### src/rtl/tkt_pkg.sv
`default_nettype none

package tkt_pkg;

  localparam logic CMD_ADD    = 1'b0;
  localparam logic CMD_REPORT = 1'b1;

  localparam logic KIND_HIGH = 1'b0;
  localparam logic KIND_LOW  = 1'b1;

  typedef struct packed {
    logic               cmd;
    logic signed [7:0]  temperature;
    logic        [7:0]  timestamp;
  } reading_t;

  typedef struct packed {
    logic               list_kind;
    logic        [2:0]  rank;
    logic signed [7:0]  temp_out;
    logic        [7:0]  time_out;
    logic               last;
  } result_t;

  typedef struct packed {
    logic signed [7:0]  temp;
    logic        [7:0]  ts;
  } entry_t;

  typedef struct packed {
    logic add_en;
    logic occupied;
  } cell_ctl_t;

endpackage

`default_nettype wire

### src/rtl/top_k_high_low_tracker_unit.sv
// Top-k high/low temperature tracker.
//
// Input channel (reading_valid / reading_ready / reading): one item is a command
// with a temperature and a timestamp. An add item is taken in every cycle; it
// enters a row of TOP_COUNT cells per list, each comparing the new reading with
// its own entry and shifting toward the tail, so adds run at one item per
// cycle with no result.
// A report item copies both rows into drain rows and clears the lists in the
// same cycle; adds may follow at once. Results start in the cycle after the
// report is taken: the kept highest in descending order, then the kept lowest
// in ascending order, 2 * count items at one per cycle while result_ready is
// high, last set on the final one. A report with no stored readings gives none.
// Output channel (result_valid / result_ready / result): the drain rows hold the
// results, so a stalled receiver only holds them; adds go on, but a new report
// waits (reading_ready low for it) until the previous report has fully drained.
// Reset (rst, synchronous) empties both lists and drops any report in progress.
`default_nettype none

module top_k_high_low_tracker_unit
  import tkt_pkg::*;
#(
  parameter int TOP_COUNT = 5
) (
  input  wire logic     clk,
  input  wire logic     rst,
  input  wire logic     reading_valid,
  output logic          reading_ready,
  input  wire reading_t reading,
  output logic          result_valid,
  input  wire logic     result_ready,
  output result_t       result
);

  localparam int CW = $clog2(TOP_COUNT + 1);

  logic [CW-1:0] count;
  logic [CW-1:0] count_next;
  logic [CW-1:0] snap_count;
  logic          take;
  logic          add_en;
  logic          report_en;
  entry_t        new_entry;

  entry_t        hi_entry [TOP_COUNT];
  entry_t        lo_entry [TOP_COUNT];
  logic          hi_hit   [TOP_COUNT];
  logic          lo_hit   [TOP_COUNT];
  cell_ctl_t     ctl      [TOP_COUNT];

  entry_t        hi_head;
  entry_t        lo_head;
  logic [CW-1:0] hi_rem;
  logic [CW-1:0] lo_rem;
  logic          pop_hi;
  logic          pop_lo;
  logic          report_load;

  assign reading_ready = (reading.cmd == CMD_ADD) || (lo_rem == '0);
  assign take          = reading_valid && reading_ready;
  assign add_en        = take && (reading.cmd == CMD_ADD);
  assign report_en     = take && (reading.cmd == CMD_REPORT);
  assign report_load   = report_en && (count != '0);
  assign new_entry     = '{temp: reading.temperature, ts: reading.timestamp};

  always_comb begin
    count_next = count;
    if (report_en) begin
      count_next = '0;
    end else if (add_en && count != CW'(TOP_COUNT)) begin
      count_next = count + CW'(1);
    end
  end

  always_ff @(posedge clk) begin
    if (rst) begin
      count <= '0;
    end else begin
      count <= count_next;
    end
  end

  always_ff @(posedge clk) begin
    if (report_load) begin
      snap_count <= count;
    end
  end

  for (genvar i = 0; i < TOP_COUNT; i++) begin : g_cell
    assign ctl[i] = '{add_en: add_en, occupied: (CW'(i) < count)};

    if (i == 0) begin : g_first
      tkt_cell #(.HIGH(1'b1)) u_hi (
        .clk       (clk),
        .ctl       (ctl[i]),
        .new_entry (new_entry),
        .prev_hit  (1'b0),
        .prev_entry(new_entry),
        .entry     (hi_entry[i]),
        .hit       (hi_hit[i])
      );
      tkt_cell #(.HIGH(1'b0)) u_lo (
        .clk       (clk),
        .ctl       (ctl[i]),
        .new_entry (new_entry),
        .prev_hit  (1'b0),
        .prev_entry(new_entry),
        .entry     (lo_entry[i]),
        .hit       (lo_hit[i])
      );
    end else begin : g_rest
      tkt_cell #(.HIGH(1'b1)) u_hi (
        .clk       (clk),
        .ctl       (ctl[i]),
        .new_entry (new_entry),
        .prev_hit  (hi_hit[i-1]),
        .prev_entry(hi_entry[i-1]),
        .entry     (hi_entry[i]),
        .hit       (hi_hit[i])
      );
      tkt_cell #(.HIGH(1'b0)) u_lo (
        .clk       (clk),
        .ctl       (ctl[i]),
        .new_entry (new_entry),
        .prev_hit  (lo_hit[i-1]),
        .prev_entry(lo_entry[i-1]),
        .entry     (lo_entry[i]),
        .hit       (lo_hit[i])
      );
    end
  end

  // high list drains first, then the low list
  assign result_valid = (lo_rem != '0);
  assign pop_hi       = result_valid && result_ready && (hi_rem != '0);
  assign pop_lo       = result_valid && result_ready && (hi_rem == '0);

  tkt_drain #(.DEPTH(TOP_COUNT), .CW(CW)) u_drain_hi (
    .clk         (clk),
    .rst         (rst),
    .load        (report_load),
    .load_count  (count),
    .load_entries(hi_entry),
    .pop         (pop_hi),
    .head        (hi_head),
    .remaining   (hi_rem)
  );

  tkt_drain #(.DEPTH(TOP_COUNT), .CW(CW)) u_drain_lo (
    .clk         (clk),
    .rst         (rst),
    .load        (report_load),
    .load_count  (count),
    .load_entries(lo_entry),
    .pop         (pop_lo),
    .head        (lo_head),
    .remaining   (lo_rem)
  );

  always_comb begin
    if (hi_rem != '0) begin
      result.list_kind = KIND_HIGH;
      result.rank      = 3'(snap_count - hi_rem);
      result.temp_out  = hi_head.temp;
      result.time_out  = hi_head.ts;
      result.last      = 1'b0;
    end else begin
      result.list_kind = KIND_LOW;
      result.rank      = 3'(snap_count - lo_rem);
      result.temp_out  = lo_head.temp;
      result.time_out  = lo_head.ts;
      result.last      = (lo_rem == CW'(1));
    end
  end

  a_count_bound: assert property (@(posedge clk) disable iff (rst)
    count <= CW'(TOP_COUNT))
    else $error("entry count above list size");

  a_report_clears: assert property (@(posedge clk) disable iff (rst)
    report_en |=> (count == '0))
    else $error("lists not cleared after report");

  a_no_overlap: assert property (@(posedge clk) disable iff (rst)
    result_valid |-> !report_en)
    else $error("report taken while previous report drains");

  a_drain_balance: assert property (@(posedge clk) disable iff (rst)
    hi_rem <= lo_rem)
    else $error("high drain longer than low drain");

  a_heads_ordered: assert property (@(posedge clk) disable iff (rst)
    (count != '0) |-> ($signed(hi_entry[0].temp) >= $signed(lo_entry[0].temp)))
    else $error("highest entry below lowest entry");

endmodule

`default_nettype wire

### src/rtl/tkt_cell.sv
`default_nettype none

module tkt_cell
  import tkt_pkg::*;
#(
  parameter bit HIGH = 1'b1
) (
  input  wire logic      clk,
  input  wire cell_ctl_t ctl,
  input  wire entry_t    new_entry,
  input  wire logic      prev_hit,
  input  wire entry_t    prev_entry,
  output entry_t         entry,
  output logic           hit
);

  logic beats;

  // strict compare keeps equal temperatures in arrival order
  always_comb begin
    if (HIGH) begin
      beats = $signed(new_entry.temp) > $signed(entry.temp);
    end else begin
      beats = $signed(new_entry.temp) < $signed(entry.temp);
    end
    hit = !ctl.occupied || beats;
  end

  always_ff @(posedge clk) begin
    if (ctl.add_en && hit) begin
      entry <= prev_hit ? prev_entry : new_entry;
    end
  end

endmodule

`default_nettype wire

### src/rtl/tkt_drain.sv
`default_nettype none

module tkt_drain
  import tkt_pkg::*;
#(
  parameter int DEPTH = 5,
  parameter int CW    = 3
) (
  input  wire logic          clk,
  input  wire logic          rst,
  input  wire logic          load,
  input  wire logic [CW-1:0] load_count,
  input  wire entry_t        load_entries [DEPTH],
  input  wire logic          pop,
  output entry_t             head,
  output logic [CW-1:0]      remaining
);

  entry_t row [DEPTH];

  assign head = row[0];

  always_ff @(posedge clk) begin
    if (rst) begin
      remaining <= '0;
    end else if (load) begin
      remaining <= load_count;
    end else if (pop) begin
      remaining <= remaining - CW'(1);
    end
  end

  // each stage hands its entry one step toward the head on every pop
  always_ff @(posedge clk) begin
    for (int i = 0; i < DEPTH; i++) begin
      if (load) begin
        row[i] <= load_entries[i];
      end else if (pop && i < DEPTH - 1) begin
        row[i] <= row[i + 1];
      end
    end
  end

endmodule

`default_nettype wire
### config.mk
export PLATFORM = sky130hd
export DESIGN_NAME = top_k_high_low_tracker_unit
export DESIGN_NICKNAME = d
export VERILOG_FILES = /design/src/rtl/tkt_pkg.sv /design/src/rtl/top_k_high_low_tracker_unit.sv /design/src/rtl/tkt_cell.sv /design/src/rtl/tkt_drain.sv
export SDC_FILE = /design/constraint.sdc
export NUM_CORES = 1
export LEC_CHECK = 0
export ABC_CLOCK_PERIOD_IN_PS = 8000
export BUFFER_PORTS_ARGS = -buffer_cell sky130_fd_sc_hd__buf_2
export CAP_MARGIN = 25
export CORE_AREA = 5 5 197 199
export DETAILED_ROUTE_END_ITERATION = 6
export DIE_AREA = 0 0 202 204
export MAX_ROUTING_LAYER = met4
export PLACE_DENSITY_LB_ADDON = 0.12
export SLEW_MARGIN = 10
export SYNTH_ARGS = -nofsm -noshare
export SYNTH_HDL_FRONTEND = slang
export SYNTH_HIERARCHICAL = 1
export SYNTH_SLANG_ARGS = --single-unit
### constraint.sdc
create_clock -name clk -period 8 [get_ports clk]
set_clock_uncertainty 0.15 [all_clocks]
set_input_delay 1.2 -clock clk [delete_from_list [all_inputs] [get_ports clk]]
set_output_delay 1.2 -clock clk [all_outputs]
set_load 0.1 [all_outputs]
==> impl_metrics.tcl, run 1 <==
set metrics [dict create \
    min_period_ns 4.02 \
    grt_max_degree 54 \
    htreeDepth 2 \
    worstPathMaxFanout 53 \
    worst_path_largest_cell_delay_ns 0.81 \
    start_util 0.469 \
    via_count 8634 \
    slew_headroom 0.271 \
    final_cell_mix "edfxtp_1 (323), mux2_2 (172), mux2_4 (127)" \
    slew_violations 0 \
    cp_cell_sequence "inv_1 > ha_1 > nor2b_1 > nor3_2 > buf_4 > nand2b_4 > buf_4 > mux2_2" \
    die_area_um2 41200 \
    status "complete, no violations" \
    register_area_um2 9880 \
    cap_violations 0 \
    postSynthAreaPerCell_um2 16.3 \
    drt_iter0_markers 489 \
    stdcell_count 1595 \
    via_per_inst 5.41 \
    ir_drop_mv 0.140 \
    final_nets 1200 \
    cts_setup_buffers 0 \
    max_freq_mhz 248 \
    mostFrequentLayoutCell "edfxtp_1" \
    critPathLaunchType "flip-flop" \
    multi_input_area_um2 6450 \
    ctsHoldBuffers 0 \
    clkLatencyLatePin_ns 0.52 \
    gr-total-overflow 0 \
    cts_resized 0 \
    grt_pass1_vias 8904 \
    cts.root.buffer_cell "clkbuf_16" \
    dp_hpwl_um 23000 \
    critPathRequiredTime_ns 8.12 \
    cp_data_arrival_time_ns 4.14 \
    fp-row-count 71 \
    rsz0062_at_grt "false" \
    cp_common_cell "buf_4" \
    hold_class "flip-flop to flip-flop" \
    utilization 0.507 \
    tightest_slew_ns 1.09 \
    p_leak_uw 0.00737 \
    synth_warnings 6 \
    dp_cells 1531 \
    finalHoldViolCount 0 \
    tns_ns 0 \
    wl_um 35600 \
    dr.pass1.iters 5 \
    cts_tree "done" \
    ant_nets 0 \
    path_clk_slew_ns 0.06 \
    io-pin-count 44 \
    finalSetupViolations 0 \
    fillerInstances 3108 \
    diodes 0 \
    clock_sinks 332 \
    syn_area_um2 17400 \
    powerDensity_nw_per_um2 289 \
    wl_per_cell_um 22.3 \
    antenna_found_initial 0 \
    grt_pass1_wl_um 54900 \
    cp_slowest_cell "nand2b_4" \
    numCtsBuffers 38 \
    gp_congestion 0.774 \
    worstSetupPathType "flip-flop to flip-flop" \
    synthCells 1065 \
    period_share 0.503 \
    fp.dieW_um 202 \
    clock_path_buffers 3 \
    die_y_um 204 \
    drive_gt1_frac 0.404 \
    grt_use_total 0.179 \
    areaGrowthSynthToFinish_pct 8.11 \
    drc_errors 0 \
    port_buffers 43 \
    coreArea_um2 37000 \
    worstSetupEndpointType "flip-flop" \
]
[registers in the layout, summed over array words and instances, names as in the netlist]
signal                     count
g_cell.g_first.u_hi/entry     16
count                          3
u_drain_lo/row                80
g_cell.g_rest.u_hi/entry      64
u_drain_hi/row                80
u_drain_hi/remaining           3
g_cell.g_rest.u_lo/entry      64
snap_count                     3
g_cell.g_first.u_lo/entry     16
u_drain_lo/remaining           3
[path summary, 6_finish.rpt]
kind / slack, ns / from / end / cells after the start
max: 3.98 / count[1] / u_drain_hi/row[0][15] / 8
min: 0.27 / g_cell[4].g_rest.u_hi/entry[3] / u_drain_hi/row[0][67] / 0
max reg2reg: 3.98 / count[1] / u_drain_hi/row[0][15] / 8
min reg2reg: 0.27 / g_cell[4].g_rest.u_hi/entry[3] / u_drain_hi/row[0][67] / 0
[where the power goes]
group	total (uW)	switching (uW)	internal [uW]
clock	1580	666	918
combinational	1530	1020	510
sequential	2310	92.5	2220
[metal layers]
layer	wire (um)	track usage	vias up
met2	16200	0.270	127
met5	0	-	-
met1	17400	0.256	4372
met4	873	0.0481	0
met3	1080	0.0262	59
li1	-	-	4076
[final cells by class]
cell class / count / area share
inverters: 104 / 0.0208
clock inverters: 17 / 0.00546
clock buffers: 47 / 0.0536
repair buffers: 61 / 0.0193
well taps: 474 / 0.0316
multi-input cells: 560 / 0.343
flip-flops and latches: 332 / 0.526
[metrics by stage]
stage          hold WS, ns  power [uW]  cell area (um^2)  setup slack (ns)
5_1_grt              0.274        5660             18800              3.76
4_1_cts              0.268        5490             18800              3.92
3_3_place_gp         0.251        3870             17600              3.64
2_1_floorplan        0.250        3720             17400              2.22
6_report             0.268        5420             18800              3.98
3_5_place_dp         0.255        3890             17700              3.61
[critical path, delay by kind of cell (launching register included)]
family,cells,cell delay (ns)
adder cells (fa/ha/maj),1,0.20
buffers and inverters,3,1.28
flip-flops,1,0.64
multiplexers,1,0.38
AND/OR/NAND/NOR,3,1.08
Note: power is estimated with default switching activity, not from simulation.
==> inputs of run 2 (changes only) <==
--- a/config.mk
+++ b/config.mk
@@ -5,7 +5,7 @@
 export SDC_FILE = /design/constraint.sdc
 export NUM_CORES = 1
 export LEC_CHECK = 0
-export ABC_CLOCK_PERIOD_IN_PS = 8000
+export ABC_CLOCK_PERIOD_IN_PS = 4040
 export BUFFER_PORTS_ARGS = -buffer_cell sky130_fd_sc_hd__buf_2
 export CAP_MARGIN = 25
 export CORE_AREA = 5 5 197 199
==> constraint.sdc (replaced) <==
create_clock -name clk -period 4.04 [get_ports clk]
set_clock_uncertainty 0.15 [all_clocks]
set_input_delay 0.606 -clock clk [delete_from_list [all_inputs] [get_ports clk]]
set_output_delay 0.606 -clock clk [all_outputs]
set_load 0.1 [all_outputs]
==> run 2 against run 1 <==
  * Cell count is 0.94% higher
  * Sequential share of layout area is 0.46 points lower
  * Non-clock buffer count increased by 16
  * Sequential power grew 99%
  * Die area is the same
  * Power rose by 100%
  * First-iteration DRC count is 35% higher
  * Cell area increased by 0.87%
  * Flip-flop and latch count stayed put
  * Largest power group unchanged
==> impl_metrics.tcl, run 2 (same netlist as run 1, synthesis figures left out) <==
set metrics [dict create \
    dp_hpwl_um 25300 \
    diodes 0 \
    coreArea_um2 37000 \
    finalHoldViolCount 0 \
    dr_wl_met2_um 15700 \
    slew_headroom 0.284 \
    cts_tree "done" \
    cts_setup_buffers 0 \
    highest_layer "met4" \
    worstSetupEndpointType "primary output" \
    antenna_found_initial 0 \
    via_count 8716 \
    ant_nets 0 \
    clkLatencyLatePin_ns 0.52 \
    max_freq_mhz 291 \
    wl_met1_um 19500 \
    gr-total-overflow 0 \
    clock_sinks 332 \
    powerDensity_nw_per_um2 574 \
    tns_ns 0 \
    drc_errors 0 \
    io-pin-count 44 \
    slew_violations 0 \
    fillerInstances 3054 \
    wl_per_cell_um 23.3 \
    dr_wl_met3_um 1510 \
    fp.dieW_um 202 \
    dp_cells 1547 \
    cp_data_arrival_time_ns 2.68 \
    status "complete, no violations" \
    grt_pass1_wl_um 56300 \
    stdcell_count 1610 \
    port_buffers 43 \
    gp_congestion 0.783 \
    tightest_slew_ns 1.07 \
    period_share 0.850 \
    final_cell_mix "edfxtp_1 (323), mux2_2 (172), mux2_4 (127)" \
    holdWs_ns 0.230 \
    final_nets 1215 \
    fin_area_um2 18900 \
    path_clk_slew_ns 0.06 \
    start_util 0.469 \
    worstSetupPathType "flip-flop to primary output" \
    top_regs "u_drain_hi/row (80), u_drain_lo/row (80)" \
    critPathRequiredTime_ns 3.28 \
    htreeDepth 2 \
    p_leak_uw 0.00747 \
    via_per_inst 5.41 \
    grt_use_total 0.186 \
    clock_path_buffers 3 \
    hold_class "input port to flip-flop" \
    fp-row-count 71 \
    drt_iter0_markers 658 \
    cap_violations 0 \
    critPathLaunchType "flip-flop" \
    min_period_ns 3.44 \
    die_y_um 204 \
    grt_max_degree 47 \
    finalSetupViolations 0 \
    worstPathMaxFanout 6 \
    numCtsBuffers 37 \
    dr.pass1.iters 4 \
    rsz0062_at_grt "false" \
    mostFrequentLayoutCell "edfxtp_1" \
    die_area_um2 41200 \
    cts_resized 0 \
    ctsHoldBuffers 0 \
    drive_gt1_frac 0.415 \
    ir_drop_mv 0.285 \
    wl_um 37500 \
    grt_pass1_vias 8681 \
    areaGrowthSynthToFinish_pct 9.05 \
    dpl-instance-area_um2 17800 \
    cts.root.buffer_cell "clkbuf_16" \
]
run 2: area by class of cell:
cell class,count,area [um^2],share of cell area
clock buffers,41,941,0.0497
clock inverters,22,179,0.00945
inverters,104,390,0.0206
multi-input cells,560,6450,0.341
flip-flops and latches,332,9880,0.522
well taps,474,593,0.0313
repair buffers,77,508,0.0268
run 2: through the flow:
stage / util / setup WS (ns) / total power (uW)
6_report: 0.511 / 0.605 / 10900
5_1_grt: 0.511 / 0.424 / 11300
4_1_cts: 0.511 / 0.511 / 11000
3_3_place_gp: 0.481 / 0.577 / 7770
3_5_place_dp: 0.481 / 0.561 / 7790
2_1_floorplan: - / 0.254 / 7370
run 2: worst paths after layout:
check | startpoint | endpoint | slack (ns) | cells after the start
worst min-delay path | rst | u_drain_lo/remaining[0] | 0.23 | 2
worst min register to register | g_cell[4].g_rest.u_hi/entry[7] | u_drain_hi/row[0][71] | 0.26 | 0
worst max-delay path | u_drain_hi/remaining[1] | result[19] | 0.60 | 8
worst max register to register | count[1] | u_drain_lo/row[0][63] | 0.94 | 8
run 2: routing by layer:
metal,up-vias,global-route usage
li1,4110,-
met1,4379,0.289
met2,183,0.259
met3,44,0.0257
met4,0,0.0457
met5,-,-
run 2: report_power, final:
group          internal [uW]  switching (uW)  total, uW
combinational           1060            2050       3110
clock                   1860            1310       3170
sequential              4390             196       4590
total                   7310            3560      10900
run 2: worst max-delay path: stages, from the launching register on:
cell and delay, ns:
dfxtp_1 0.37, nand2b_1 0.20, o21bai_1 0.15, ha_1 0.16, inv_1 0.05, fa_1 0.40, xnor2_1 0.23, xnor2_1 0.15
buf_2 0.45
==> inputs of run 3 (changes only) <==
--- a/config.mk
+++ b/config.mk
@@ -9,11 +9,13 @@
 export BUFFER_PORTS_ARGS = -buffer_cell sky130_fd_sc_hd__buf_2
 export CAP_MARGIN = 25
 export CORE_AREA = 5 5 197 199
+export CTS_BUF_LIST = sky130_fd_sc_hd__clkbuf_4 sky130_fd_sc_hd__clkbuf_8
 export DETAILED_ROUTE_END_ITERATION = 6
 export DIE_AREA = 0 0 202 204
+export GPL_ROUTABILITY_DRIVEN = 0
 export MAX_ROUTING_LAYER = met4
 export PLACE_DENSITY_LB_ADDON = 0.12
-export SLEW_MARGIN = 10
+export SLEW_MARGIN = 30
 export SYNTH_ARGS = -nofsm -noshare
 export SYNTH_HDL_FRONTEND = slang
 export SYNTH_HIERARCHICAL = 1
==> run 3 against run 2 <==
  * Cell area is 0.25% lower
  * Via count is 1.0% higher
  * Non-clock buffer count is 3 higher
  * Wire length hardly changed
  * Power is 3.5% lower
  * Worst setup slack worse by 0.084 ns
  * Sequential power hardly changed
  * Core utilization is 0.13 points lower
  * Clock power is 12% lower
  * Combinational power hardly changed
  * Die area stayed put
==> impl_metrics.tcl, run 3 (same netlist as run 1, synthesis figures left out) <==
set metrics [dict create \
    via_per_inst 5.33 \
    drive_gt1_frac 0.430 \
    ir_drop_mv 0.288 \
    cts_resized 0 \
    cp_data_arrival_time_ns 2.76 \
    worstPathMaxFanout 6 \
    tightest_slew_ns 0.804 \
    dp_cells 1549 \
    fp-row-count 71 \
    worst_path_largest_cell_delay_ns 0.45 \
    grt_pass1_wl_um 56600 \
    top_regs "u_drain_hi/row (80), u_drain_lo/row (80)" \
    htreeDepth 2 \
    die_y_um 204 \
    grt_pass1_vias 8886 \
    io-pin-count 44 \
    grt_max_degree 47 \
    grt_use_total 0.186 \
    clkLatencyLatePin_ns 0.60 \
    drt_iter0_markers 529 \
    clock_path_buffers 3 \
    die_area_um2 41200 \
    dr.pass1.iters 6 \
    finalHoldViolCount 0 \
    status "complete, no violations" \
    dp_hpwl_um 25300 \
    worstSetupEndpointType "primary output" \
    p_leak_uw 0.00749 \
    holdPathStages 2 \
    finalSetupViolations 0 \
    final_cell_mix "edfxtp_1 (323), mux2_2 (172), mux2_4 (127)" \
    rr_worst_depth 8 \
    wl_um 37500 \
    via_count 8805 \
    gr-total-overflow 0 \
    ctsHoldBuffers 0 \
    drc_errors 0 \
    coreArea_um2 37000 \
    min_period_ns 3.52 \
    rsz0062_at_grt "false" \
    cp_slowest_cell "buf_2" \
    ant_nets 0 \
    critPathLaunchType "flip-flop" \
    numCtsBuffers 56 \
    diodes 0 \
    cp_cell_sequence "nand2b_1 > o21bai_1 > ha_1 > inv_1 > fa_1 > xnor2_1 > xnor2_1 > buf_2" \
    start_util 0.469 \
    tns_ns 0 \
    critPathRequiredTime_ns 3.28 \
    path_clk_slew_ns 0.06 \
    powerDensity_nw_per_um2 555 \
    cts_setup_buffers 0 \
    fp.dieW_um 202 \
    stdcell_count 1651 \
    max_freq_mhz 284 \
    cp_common_cell "xnor2_1" \
    slew_headroom 0.464 \
    antenna_found_initial 0 \
    hold_class "input port to flip-flop" \
    areaGrowthSynthToFinish_pct 8.78 \
    final_nets 1237 \
    period_share 0.871 \
    wl_per_cell_um 22.7 \
    port_buffers 43 \
    worstSetupPathType "flip-flop to primary output" \
    cts_tree "done" \
    cap_violations 0 \
    mostFrequentLayoutCell "edfxtp_1" \
    cts.root.buffer_cell "clkbuf_8" \
    clock_sinks 332 \
    slew_violations 0 \
]
[run 3: cell count changes in the layout (fill, tap and decap cells not counted), sizes merged]
cell | previous run | this run
buf | 77 | 80
bufinv | 3 | 0
clkbuf | 41 | 74
clkinv | 18 | 26
clkinvlp | 1 | 0
inv | 104 | 105
[run 3: layout make-up]
class,instances,area (um^2)
clock buffers,74,918
clock inverters,27,116
well taps,474,593
multi-input cells,560,6450
fillers,3100,18100
repair buffers,80,546
inverters,104,390
flip-flops and latches,332,9880
[run 3: final timing paths]
kind,end,from,slack (ns)
max reg2reg,u_drain_lo/row[0][63],count[1],0.96
max,result[19],u_drain_hi/remaining[1],0.52
min,u_drain_lo/remaining[0],rst,0.13
min reg2reg,u_drain_hi/row[0][70],g_cell[4].g_rest.u_hi/entry[6],0.27
[run 3: stage by stage]
stage               hold slack (ns)  worst slack [ns]  utilization  area, um^2  total power [uW]
floorplan                     0.250             0.254            -       17400              7370
global placement              0.250             0.577        0.481       17800              7770
detailed placement            0.255             0.603        0.482       17800              7790
CTS                          0.0981             0.409        0.510       18900             10600
global route                  0.116             0.334        0.510       18900             11000
finish                        0.134             0.521        0.510       18900             10500
[run 3: power by group]
part	internal, uW	total [uW]	switching (uW)
Sequential	4390	4590	192
Combinational	1060	3110	2050
Clock	1470	2790	1320
[run 3: layer usage]
layer	wire, um	track usage	share of wire
met5	0	-	0
met4	1190	0.0635	0.032
met3	1300	0.0279	0.035
met2	15400	0.254	0.41
met1	19500	0.285	0.52
[run 3: worst max-delay path, delay by kind of cell (launching register included)]
family / cells / cell delay, ns
buffers and inverters: 2 / 0.50
AOI/OAI and AO/OA: 1 / 0.15
DFF: 1 / 0.37
and+or+nand+nor: 1 / 0.20
adders and majority gates: 2 / 0.56
xor gates and xnor gates: 2 / 0.39
